File: src/sv/iodp_pkg.sv
// iodp_pkg: shared constants, types and helpers for the I/O board dual-port RAM.
// Used by iodp_scale and io_board_dpram_lightgun; depends on nothing else.
`timescale 1ns / 1ps
`default_nettype none

package iodp_pkg;

  // Shared RAM geometry
  localparam int MEM_DEPTH = 4096;
  localparam int ADDR_W    = $clog2(MEM_DEPTH);

  // Fixed byte locations in the shared RAM
  localparam logic [15:0] CMD_ADDR    = 16'h0020;
  localparam logic [15:0] STATUS_ADDR = 16'h0021;
  localparam logic [15:0] GUN_ADDR    = 16'h0080;
  localparam logic [15:0] FLAG_ADDR   = 16'h0088;
  localparam logic [7:0]  STATUS_INIT = 8'h40;
  localparam logic [7:0]  FLAGS_INIT  = 8'hFC;

  // Gun calibration window and border margins
  localparam int SIZE_W  = 16;
  localparam int COORD_W = 10;
  localparam int SPAN_W  = 9;
  localparam int PROD_W  = SIZE_W + SPAN_W;
  localparam int CNT_W   = $clog2(PROD_W);

  localparam logic [COORD_W-1:0] X_LO = 10'h083;
  localparam logic [COORD_W-1:0] X_HI = 10'h276;
  localparam logic [COORD_W-1:0] Y_LO = 10'h024;
  localparam logic [COORD_W-1:0] Y_HI = 10'h1A9;
  localparam logic [SPAN_W-1:0]  X_SPAN = SPAN_W'(X_HI - X_LO);
  localparam logic [SPAN_W-1:0]  Y_SPAN = SPAN_W'(Y_HI - Y_LO);
  localparam logic [COORD_W-1:0] X_MARGIN = 10'd24;
  localparam logic [COORD_W-1:0] Y_MARGIN = 10'd19;

  // Item modes
  typedef enum logic [2:0] {
    MODE_READ     = 3'd0,
    MODE_WRITE    = 3'd1,
    MODE_SET_PORT = 3'd2,
    MODE_SET_GUN  = 3'd3,
    MODE_PUBLISH  = 3'd4
  } mode_t;

  // Configuration register indexes
  localparam logic REG_SCREEN_W = 1'b0;
  localparam logic REG_SCREEN_H = 1'b1;

  // Request to and response from the coordinate scaler
  typedef struct packed {
    logic               start;
    logic [SIZE_W-1:0]  v;
    logic [SIZE_W-1:0]  size;
    logic [COORD_W-1:0] lo;
    logic [SPAN_W-1:0]  span;
  } scale_req_t;

  typedef struct packed {
    logic               done;
    logic [COORD_W-1:0] value;
  } scale_rsp_t;

  // RAM location that each input port byte is copied to
  function automatic logic [ADDR_W-1:0] port_addr(input logic [1:0] idx);
    logic [ADDR_W-1:0] a;
    case (idx)
      2'd0:    a = ADDR_W'(8'h08);
      2'd1:    a = ADDR_W'(8'h09);
      2'd2:    a = ADDR_W'(8'h0A);
      default: a = ADDR_W'(8'h11);
    endcase
    return a;
  endfunction

endpackage

`default_nettype wire

File: src/sv/iodp_scale.sv
// iodp_scale: clamps a gun coordinate, multiplies by the window span and divides
// by (screen size - 1) with a bit-serial restoring divider. Uses iodp_pkg.
`timescale 1ns / 1ps
`default_nettype none

module iodp_scale (
  input  wire logic               clk,
  input  wire logic               rst_n,
  input  wire iodp_pkg::scale_req_t req,
  output iodp_pkg::scale_rsp_t    rsp
);

  import iodp_pkg::*;

  typedef enum logic [1:0] {
    SC_IDLE,
    SC_MUL,
    SC_DIV,
    SC_FIN
  } sc_state_t;

  sc_state_t            state_r;
  logic [SIZE_W-1:0]    vc_r;
  logic [SIZE_W-1:0]    div_r;
  logic [COORD_W-1:0]   lo_r;
  logic [SPAN_W-1:0]    span_r;
  logic [PROD_W-1:0]    dvd_r;
  logic [SIZE_W-1:0]    rem_r;
  logic [SPAN_W-1:0]    quo_r;
  logic [CNT_W-1:0]     cnt_r;

  logic [SIZE_W:0]      rem_sh;
  logic [SIZE_W:0]      diff;

  // one restoring step: bring down the next dividend bit, try the subtract
  always_comb begin
    rem_sh = {rem_r, dvd_r[PROD_W-1]};
    diff   = rem_sh - {1'b0, div_r};
  end

  // sequencer: clamp, multiply, PROD_W divide steps, finish
  always_ff @(posedge clk) begin
    if (!rst_n) begin
      state_r <= SC_IDLE;
    end else begin
      case (state_r)
        SC_IDLE: begin
          if (req.start) begin
            lo_r   <= req.lo;
            span_r <= req.span;
            div_r  <= req.size - SIZE_W'(1);
            vc_r   <= (req.v >= req.size) ? req.size - SIZE_W'(1) : req.v;
            quo_r  <= '0;
            // screen size of zero or one gives the window minimum
            state_r <= (req.size <= SIZE_W'(1)) ? SC_FIN : SC_MUL;
          end
        end
        SC_MUL: begin
          // full-width product of the clamped coordinate and the span
          dvd_r   <= PROD_W'(vc_r) * PROD_W'(span_r);
          rem_r   <= '0;
          cnt_r   <= '0;
          state_r <= SC_DIV;
        end
        SC_DIV: begin
          dvd_r <= {dvd_r[PROD_W-2:0], 1'b0};
          if (!diff[SIZE_W]) begin
            rem_r <= diff[SIZE_W-1:0];
            quo_r <= {quo_r[SPAN_W-2:0], 1'b1};
          end else begin
            rem_r <= rem_sh[SIZE_W-1:0];
            quo_r <= {quo_r[SPAN_W-2:0], 1'b0};
          end
          cnt_r <= cnt_r + CNT_W'(1);
          if (cnt_r == CNT_W'(PROD_W - 1)) begin
            state_r <= SC_FIN;
          end
        end
        SC_FIN: begin
          state_r <= SC_IDLE;
        end
        default: begin
          state_r <= SC_IDLE;
        end
      endcase
    end
  end

  // quotient never exceeds the span, so the sum stays inside the window
  assign rsp.done  = (state_r == SC_FIN);
  assign rsp.value = lo_r + COORD_W'(quo_r);

endmodule

`default_nettype wire

File: config.mk
export PLATFORM = sky130hd
export DESIGN_NAME = iodp_scale
export DESIGN_NICKNAME = d
export VERILOG_FILES = /design/src/sv/iodp_pkg.sv /design/src/sv/iodp_scale.sv
export SDC_FILE = /design/constraint.sdc
export NUM_CORES = 1
export LEC_CHECK = 0
export ABC_AREA = 1
export BUFFER_PORTS_ARGS = -buffer_cell sky130_fd_sc_hd__buf_2
export CAP_MARGIN = 20
export CORE_ASPECT_RATIO = 0.9
export CORE_MARGIN = 2
export CORE_UTILIZATION = 55
export CTS_BUF_LIST = sky130_fd_sc_hd__clkbuf_4 sky130_fd_sc_hd__clkbuf_8 sky130_fd_sc_hd__clkbuf_16
export CTS_CLUSTER_DIAMETER = 120
export DETAILED_ROUTE_END_ITERATION = 8
export PLACE_DENSITY = 0.73
export RECOVER_POWER = 100
export SLEW_MARGIN = 20
export SYNTH_ARGS = -nofsm -noshare
export SYNTH_HDL_FRONTEND = slang
export SYNTH_SLANG_ARGS = --single-unit
File: constraint.sdc
create_clock -name clk -period 10.47 [get_ports clk]
set_input_delay 2.094 -clock clk [delete_from_list [all_inputs] [get_ports clk]]
set_output_delay 2.094 -clock clk [all_outputs]
set_load 0.03 [all_outputs]
==> impl_metrics.json, run 1 <==
{
  "status": "finished with violations",
  "failed_checks": "max-capacitance violations, max-slew violations",
  "core_area_um2": 20640,
  "drive_above_1_share_pct": 5.250,
  "synth_edf_count": 106,
  "antenna_found_initial": 0,
  "synth_compound_area_share_pct": 4.333,
  "syn-num-nets": 1756,
  "synthAdderAreaFrac_pct": 27.79,
  "initial_utilization_pct": 55.53,
  "rows": 50,
  "hold_viol_final": 0,
  "die-area_um2": 22020,
  "regArea_um2": 3223,
  "period_minus_slack_ns": 4.833,
  "ios": 65,
  "fin_area_um2": 12210,
  "drt_wl_total_mm": 25.39,
  "grt_pass1_wl_mm": 42.90,
  "powerDensity_nw_per_um2": 319.0,
  "cp-start-kind": "flop",
  "drc": 0,
  "vias": 9011,
  "multiInputGateArea_um2": 6604,
  "worstPathRequired_ns": 10.57,
  "yosys.area.top_type": "edfxtp_1",
  "synth.area.mux_share_pct": 0,
  "path_clk_slew_ns": 0.08,
  "drt_iter0_markers": 703,
  "cts_sinks": 108,
  "synth_commonest_cells": "464 x nand2_1, 381 x inv_1, 106 x edfxtp_1",
  "die_y_um": 141.0,
  "htree_num_levels": 3,
  "nFillCells": 1909,
  "clkLatencyLatePin_ns": 0.36,
  "synth-xor-area-share_pct": 2.216,
  "synth.most_common_cell": "nand2_1",
  "die_x_um": 156.2,
  "cp-end-kind": "flop",
  "cts_max_path_buffers": 2,
  "cts_resized": 0,
  "whs_ns": 0.5206,
  "track_usage_pct": 24.73,
  "root_buffer": "clkbuf_16",
  "finalSetupTns_ns": 0,
  "layout.nets": 1786,
  "yosysUniqueCellTypes": 35,
  "syn_inst": 1508,
  "avgSynthCellArea_um2": 7.602,
  "ant_nets": 0,
  "numPortBuffers": 64,
  "n_antenna_cell": 0,
  "synth_top_area_share_pct": 27.77,
  "leakage_nw": 6.855,
  "syn_to_final_growth_pct": 6.483,
  "post_cts.repair.setup_buffers": 0,
  "final_util_pct": 59.13,
  "ys_async_sr_fraction_pct": 0,
  "dp_hpwl_mm": 20.26,
  "ys_seq_elements": 108,
  "slew_headroom_pct": -81.74,
  "cp.arrival_ns": 4.93,
  "hp-class": "flop to flop",
  "drt-pass1-iter-count": 8,
  "setup_viol_count_final": 0,
  "grt_pass1_vias": 8790,
  "synth-simple-area-share_pct": 23.20,
  "syn_area_um2": 11460,
  "peakVddDrop_uv": 221.7,
  "maxSlewViolCount": 160,
  "cap_violations": 3,
  "cts_buffers": 9,
  "routedWlPerCell_um": 14.08,
  "netlist_top_cells_area": "edfxtp_1 28%, fa_1 18%, nand2_1 15%",
  "rsz0062_at_grt": "no",
  "yosys_warnings": 0,
  "crit_path_max_fanout": 16,
  "worst_slew_pin_slew_ns": 2.726,
  "ctsHoldBuffers": 0,
  "grt_overflow": 0,
  "place_area_um2": 11930,
  "ys.flop_type": "edfxtp_1",
  "fin_skew_ns": 0.01152,
  "max_freq_ghz": 0.2069,
  "ys_seq_area_share_pct": 28.12,
  "path_class": "flop to flop",
  "place_congestion": 0.8972,
  "grt_start_max_net_pins": 61,
  "finalCritPeriodShare_pct": 46.17,
  "cts_tree": "yes",
  "viasPerCell": 4.998,
  "reg2reg_slack_ns": 5.64,
  "synth_top_family_by_area": "adder cells"
}
## cells by family after synthesis
group,count (synthesis)
AO/OA/AOI/OAI,94
buffers and inverters,430
flip-flops,108
XOR/XNOR,29
adder cells (fa/ha/maj),194
AND/OR/NAND/NOR,653
## worst paths after layout
check / cells after the start / from / to
worst max-delay path: 18 / span_r[8] / dvd_r[14]
worst min-delay path: 2 / dvd_r[1] / dvd_r[2]
worst max register to register: 18 / span_r[8] / dvd_r[14]
worst min register to register: 2 / dvd_r[1] / dvd_r[2]
## area by class of cell
cell class | count | area share (%)
Tap cell | 260 | 2.665
Multi-Input combinational cell | 970 | 54.10
Sequential cell | 108 | 26.40
Clock inverter | 7 | 0.6868
Clock buffer | 9 | 1.845
Timing Repair Buffer | 67 | 2.552
Inverter | 382 | 11.75
## report_power, final
group          internal (mW)  leakage, nW  switching [mW]
clock network          0.172        0.151           0.180
registers              0.696         1.01          0.0789
logic                  0.994         5.70            1.77
total                   1.86         6.86            2.03
## through the flow
stage | power, mW | setup WS [ns] | cells
after detailed placement | 3.517 | 5.664 | 1787
after global routing | 4.363 | 5.344 | 1803
after CTS | 3.886 | 5.635 | 1803
after floorplan | 2.878 | 5.710 | 1508
final | 3.894 | 5.637 | 1803
after global placement | 3.470 | 5.737 | 1787
## worst max-delay path, stage by stage, from the launching register on
cell,delay [ns]
edfxtp_1,0.77
nand2_1,0.17
fa_1,0.54
fa_1,0.56
inv_1,0.06
fa_1,0.53
inv_1,0.06
fa_1,0.53
inv_1,0.04
ha_1,0.35
nand2_1,0.13
inv_1,0.06
nand2_1,0.06
nand2_1,0.05
nand2_1,0.05
nand3_1,0.13
or2_2,0.30
nand3_1,0.10
nand2_1,0.09
## flip-flops by register name (all words and copies together), names as in the netlist
register,flops
cnt_r,5
dvd_r,25
div_r,16
span_r,9
quo_r,9
lo_r,10
rem_r,16
state_r,2
vc_r,16
## placed cells by master, fill, tap and decap left out, drive strengths merged
cell type  instances
fa               101
xnor2              8
nor3               7
clkinv             4
and2               1
dfxtp              2
a21o               1
a21oi             46
o21bai             5
nand3b            11
nor4               2
nor2              87
edfxtp           106
nand2            472
clkbuf            28
o31ai              1
o21ai             39
nand3             54
ha                93
o211ai             1
xor2              21
o21a               1
nand4             13
inv              385
or2                6
buf               48
## layer usage
layer / global-route usage [%] / part of all wire, %
met2: 37.80 / 44
met1: 37.24 / 48
met3: 4.150 / 6.3
met5: 0 / 0
met4: 5.456 / 1.3
(Power assumes the default switching activity.)
==> run 2, diff against run 1 <==
==> constraint.sdc (replaced) <==
create_clock -name clk -period 4.69 [get_ports clk]
set_input_delay 0.938 -clock clk [delete_from_list [all_inputs] [get_ports clk]]
set_output_delay 0.938 -clock clk [all_outputs]
set_load 0.03 [all_outputs]
==> run 2 against run 1 <==
The run still ends with max-capacitance violations, max-slew violations left; worst setup slack got worse by 5.5 ns; clock power increased by 130%; non-clock buffer count increased by 47; clock skew decreased by 0.0021 ns; sequential share of layout area decreased by 1.0 points; global-route usage increased by 0.67 points; critical path depth unchanged; combinational power increased to 2.5 times the previous value; power increased by 140%; sequential power increased by 110%; critical path type unchanged.
==> impl_metrics.json, run 2 (synthesis results as in run 1) <==
{
  "status": "finished with violations",
  "failed_checks": "max-capacitance violations, max-slew violations",
  "ctsHoldBuffers": 0,
  "maxSlewViolCount": 80,
  "leakage_nw": 7.115,
  "topRoutingLayerUsed": "met4",
  "track_usage_pct": 25.41,
  "peakVddDrop_uv": 523.2,
  "die_y_um": 141.0,
  "final_cell_mix": "463 x nand2_1, 379 x inv_1, 106 x edfxtp_1, 101 x fa_1, 85 x ha_1",
  "switching_share_pct": 51.37,
  "nFillCells": 1822,
  "cp-end-kind": "flop",
  "fin_skew_ns": 0.009430,
  "min_from": "dvd_r[14]",
  "period_minus_slack_ns": 4.523,
  "regMostFlops": "dvd_r",
  "powerDensity_nw_per_um2": 746.4,
  "path_class": "flop to flop",
  "routedWlPerCell_um": 14.35,
  "clkLatencyLatePin_ns": 0.36,
  "n_antenna_cell": 0,
  "route.met2.wl_mm": 11.68,
  "ant_nets": 0,
  "place_area_um2": 12130,
  "dp_hpwl_mm": 21.00,
  "dr_wl_met3_mm": 1.671,
  "slew_headroom_pct": -69.25,
  "m1WireLength_mm": 12.81,
  "regToRegStartpoint": "span_r[8]",
  "cp-start-kind": "flop",
  "cap_violations": 2,
  "grt_pass1_vias": 8918,
  "startpoint": "span_r[8]",
  "rows": 50,
  "cts_buffers": 9,
  "ios": 65,
  "hp-class": "flop to flop",
  "vias": 9228,
  "drt-pass1-iter-count": 5,
  "place_congestion": 0.9695,
  "worst_slew_pin_slew_ns": 2.529,
  "die_x_um": 156.2,
  "max_freq_ghz": 0.2211,
  "core_area_um2": 20640,
  "fin_ws_ns": 0.1666,
  "setup_viol_count_final": 0,
  "finalCritPeriodShare_pct": 96.45,
  "placed_cells": 1812,
  "antenna_found_initial": 0,
  "grt_pass1_wl_mm": 43.97,
  "root_buffer": "clkbuf_16",
  "cts_sinks": 108,
  "cp.arrival_ns": 4.63,
  "drc": 0,
  "largest_reg_flops": 25,
  "rr_endpoint": "dvd_r[24]",
  "fin_area_um2": 12710,
  "cts_max_path_buffers": 2,
  "hold_depth": 2,
  "reg2reg_slack_ns": 0.17,
  "cts_tree": "yes",
  "htree_num_levels": 3,
  "layout.nets": 1833,
  "final_common_cell": "nand2_1",
  "viasPerCell": 4.991,
  "crit_path_max_fanout": 8,
  "drt_iter0_markers": 855,
  "die-area_um2": 22020,
  "worstRegToRegCells": 18,
  "path_clk_slew_ns": 0.08,
  "p_switching_mw": 4.873,
  "power_frac_seq_pct": 17.5,
  "rsz0062_at_grt": "yes",
  "pre_cts_slack_ns": -0.09686,
  "worstHoldEndpoint": "dvd_r[15]",
  "syn_to_final_growth_pct": 10.86,
  "drt_wl_total_mm": 26.53,
  "grt_overflow": 0,
  "drive_above_1_share_pct": 9.692,
  "numPortBuffers": 64,
  "clkPwrFrac_pct": 8.5,
  "final_util_pct": 61.56,
  "worstPathRequired_ns": 4.80,
  "grt_start_max_net_pins": 47,
  "intPower_mw": 4.613,
  "initial_utilization_pct": 55.53,
  "hold_viol_final": 0,
  "final_cell_count_no_fill": 1849,
  "power_frac_comb_pct": 74.0
}
run 2: stage by stage:
step | setup TNS (ns) | hold slack (ns) | total power, mW
floorplan | 0 | 0.4849 | 6.425
global placement | -0.06578 | 0.5007 | 7.968
detailed placement | -0.1140 | 0.5037 | 8.094
CTS | 0 | 0.5206 | 8.952
global route | -0.01814 | 0.5507 | 10.47
finish | 0 | 0.5207 | 9.486
run 2: what timing repair did:
item	CTS	global route
gates cloned	0	0
endpoints found under the setup margin	2	14
resized for setup	0	33
hold endpoints to repair	0	0
buffers inserted	10	12
pin swaps	0	3
run 2: cell type report:
cell class / instances / area, um^2 / area share [%]
repair buffers: 114 / 696.9 / 5.484
flip-flops and latches: 108 / 3223 / 25.36
multi-input cells: 970 / 6723 / 52.90
clock inverters: 6 / 81.33 / 0.6400
well taps: 260 / 325.3 / 2.560
inverters: 382 / 1434 / 11.28
clock buffers: 9 / 225.2 / 1.772
run 2: worst max path at each step:
stage	slack (ns)	end
floorplan	0.21	dvd_r[13]
global placement	-0.07	dvd_r[24]
detailed placement	-0.1	dvd_r[24]
CTS	0.02	dvd_r[24]
global route	-0.01	dvd_r[23]
finish	0.17	dvd_r[24]
run 2: per-layer routing:
| layer | GRT usage, % | up-vias |
|---|---|---|
| met4 | 5.746 | 0 |
| met1 | 38.27 | 4271 |
| li1 | - | 4667 |
| met2 | 38.80 | 267 |
| met5 | 0 | - |
| met3 | 4.181 | 23 |
run 2: critical path: stages (launching register included):
cell and delay, ns:
edfxtp_1 0.39, buf_4 0.18, nand2_1 0.06, inv_1 0.06
fa_1 0.50, fa_1 0.55, fa_1 0.56, inv_1 0.06
fa_1 0.53, inv_1 0.04, ha_1 0.39, nand2_2 0.14
nor2_2 0.17, nand2_1 0.07, nand3b_1 0.22, nand3_1 0.12
nand2_1 0.06, nand3_2 0.08, nand2_1 0.08
run 2: power by group through the flow:
| stage | sequential, mW | combinational, mW | clock [mW] |
|---|---|---|---|
| floorplan | 1.62 | 4.80 | 0 |
| global placement | 1.69 | 6.28 | 0 |
| detailed placement | 1.69 | 6.40 | 0 |
| CTS | 1.66 | 6.48 | 0.812 |
| global route | 1.69 | 7.93 | 0.846 |
| finish | 1.66 | 7.02 | 0.804 |
==> run 3, diff against run 2 <==
--- a/config.mk
+++ b/config.mk
@@ -14,7 +14,7 @@
 export CTS_BUF_LIST = sky130_fd_sc_hd__clkbuf_4 sky130_fd_sc_hd__clkbuf_8 sky130_fd_sc_hd__clkbuf_16
 export CTS_CLUSTER_DIAMETER = 120
 export DETAILED_ROUTE_END_ITERATION = 8
-export PLACE_DENSITY = 0.73
+export PLACE_DENSITY_LB_ADDON = 0.08
 export RECOVER_POWER = 100
 export SLEW_MARGIN = 20
 export SYNTH_ARGS = -nofsm -noshare
==> run 3 against run 2 <==
Utilization down 0.65 points; largest power group unchanged; the flow still finishes with violations (max-capacitance violations, max-slew violations); wire length decreased by 2.0%; count of clock-buffer cells in the layout is 4 higher; clock skew about the same.
==> impl_metrics.json, run 3 (synthesis results as in run 1) <==
{
  "status": "finished with violations",
  "failed_checks": "max-capacitance violations, max-slew violations",
  "die_y_um": 141.0,
  "peakVddDrop_uv": 459.2,
  "drt-pass1-iter-count": 5,
  "drc": 0,
  "cp.arrival_ns": 4.65,
  "intPower_mw": 4.431,
  "crit_path_max_fanout": 7,
  "worstPathRequired_ns": 4.80,
  "syn_to_final_growth_pct": 9.693,
  "routedWlPerCell_um": 14.14,
  "die-area_um2": 22020,
  "nFillCells": 1916,
  "grt_overflow": 0,
  "slew_headroom_pct": -100.2,
  "root_buffer": "clkbuf_16",
  "path_clk_slew_ns": 0.07,
  "worst_slew_pin_slew_ns": 2.992,
  "dp_hpwl_mm": 20.50,
  "n_antenna_cell": 0,
  "power_frac_seq_pct": 18.3,
  "cts_buffers": 9,
  "maxSlewViolCount": 84,
  "finalSetupTns_ns": 0,
  "whs_ns": 0.5193,
  "switching_share_pct": 51.30,
  "final_cell_mix": "465 x nand2_1, 381 x inv_1, 106 x edfxtp_1, 100 x fa_1, 85 x ha_1",
  "drive_above_1_share_pct": 8.619,
  "grt_pass1_vias": 8521,
  "fin_ws_ns": 0.1495,
  "hp-class": "flop to flop",
  "layout.nets": 1821,
  "drt_iter0_markers": 587,
  "p_switching_mw": 4.667,
  "rows": 50,
  "grt_start_max_net_pins": 52,
  "clkLatencyLatePin_ns": 0.36,
  "track_usage_pct": 24.71,
  "max_freq_ghz": 0.2202,
  "cts_tree": "yes",
  "cp_num_buf_inv": 5,
  "place_congestion": 0.9082,
  "die_x_um": 156.2,
  "core_area_um2": 20640,
  "clkPwrFrac_pct": 8.1,
  "fin_skew_ns": 0.009345,
  "final_common_cell": "nand2_1",
  "cp-end-kind": "flop",
  "ant_nets": 0,
  "cpPeakStageDelay_ns": 0.55,
  "cap_violations": 2,
  "initial_utilization_pct": 55.53,
  "drt_wl_total_mm": 26.00,
  "antenna_found_initial": 1,
  "period_minus_slack_ns": 4.540,
  "path_delay_family": "adder cells",
  "path_cells": "buf_4 > nand2_1 > inv_1 > fa_1 > fa_1 > fa_1 > inv_1 > fa_1 > inv_1 > ha_1 > nand2_2 > inv_1 > a21oi_1 > nand3_1 > or2_2 > nand3_1 > nand2_1",
  "regMostFlops": "dvd_r",
  "grt_pass1_wl_mm": 42.91,
  "critical-path-slowest-cell": "fa_1",
  "power.total_mw": 9.099,
  "power_frac_comb_pct": 73.6,
  "pre_cts_slack_ns": -0.007583,
  "vias": 9029,
  "ios": 65,
  "finalCritPeriodShare_pct": 96.81,
  "numPortBuffers": 64,
  "cts_max_path_buffers": 2,
  "viasPerCell": 4.912,
  "leakage_nw": 7.044,
  "final_util_pct": 60.91,
  "hold_viol_final": 0,
  "setup_viol_count_final": 0,
  "cts_sinks": 108,
  "largest_reg_flops": 25,
  "path_class": "flop to flop",
  "htree_num_levels": 3,
  "powerDensity_nw_per_um2": 723.6,
  "cp-start-kind": "flop"
}
-- run 3: cell types whose count changed in the layout (fill, tap and decap cells not counted), moves of 3 or more --
cell | before | now
buf_12 | 2 | 5
buf_4 | 41 | 31
inv_8 | 3 | 0
nand3_1 | 48 | 53
nand3_2 | 5 | 1
-- run 3: area by class of cell --
type	instances	area (um^2)	area share [%]
sequential	108	3223	25.63
clock buffer	13	255.2	2.030
multi-input combinational	970	6669	53.03
inverter	382	1434	11.40
tap	260	325.3	2.587
timing repair buffer	102	644.4	5.124
clock inverter	3	23.77	0.1891
-- run 3: timing repair --
item / 4_1_cts / 5_1_grt
endpoints found under the setup margin: 0 / 14
endpoints found under the hold margin: 0 / 0
resized for setup: 0 / 22
hold buffers: 0 / 0
buffers inserted: 0 / 17
-- run 3: worst paths after layout --
path / startpoint / to / slack (ns) / cells after the start
hold reg to reg: dvd_r[20] / dvd_r[21] / 0.52 / 2
setup / recovery: vc_r[6] / dvd_r[14] / 0.15 / 17
hold / removal: dvd_r[20] / dvd_r[21] / 0.52 / 2
setup reg to reg: vc_r[6] / dvd_r[14] / 0.15 / 17
-- run 3: through the flow --
step	area (um^2)	cells
floorplan	11460	1508
finish	12570	1838
global placement	12120	1805
CTS	12400	1821
global route	12570	1838
detailed placement	12120	1805
-- run 3: worst register-to-register path, stage by stage (launching register included) --
cell      delay (ns)
edfxtp_1        0.47
buf_4           0.21
nand2_1         0.07
inv_1           0.04
fa_1            0.46
fa_1            0.52
fa_1            0.55
inv_1           0.06
fa_1            0.53
inv_1           0.04
ha_1            0.37
nand2_2         0.14
inv_1           0.05
a21oi_1         0.16
nand3_1         0.16
or2_2           0.30
nand3_1         0.09
nand2_1         0.07
-- run 3: power by group through the flow --
stage | sequential [mW] | clock, mW | combinational, mW
3_5_place_dp | 1.69 | 0 | 6.25
4_1_cts | 1.68 | 0.767 | 6.28
2_1_floorplan | 1.62 | 0 | 4.80
5_1_grt | 1.69 | 0.785 | 7.71
3_3_place_gp | 1.69 | 0 | 6.16
6_report | 1.66 | 0.740 | 6.69
-- run 3: metal layers --
metal	track usage (%)	part of all wire (%)	up-vias
li1	-	-	4646
met1	37.62	50	4185
met2	37.59	44	184
met3	4.519	5.6	14
met4	4.104	0.85	0
met5	0	0	-
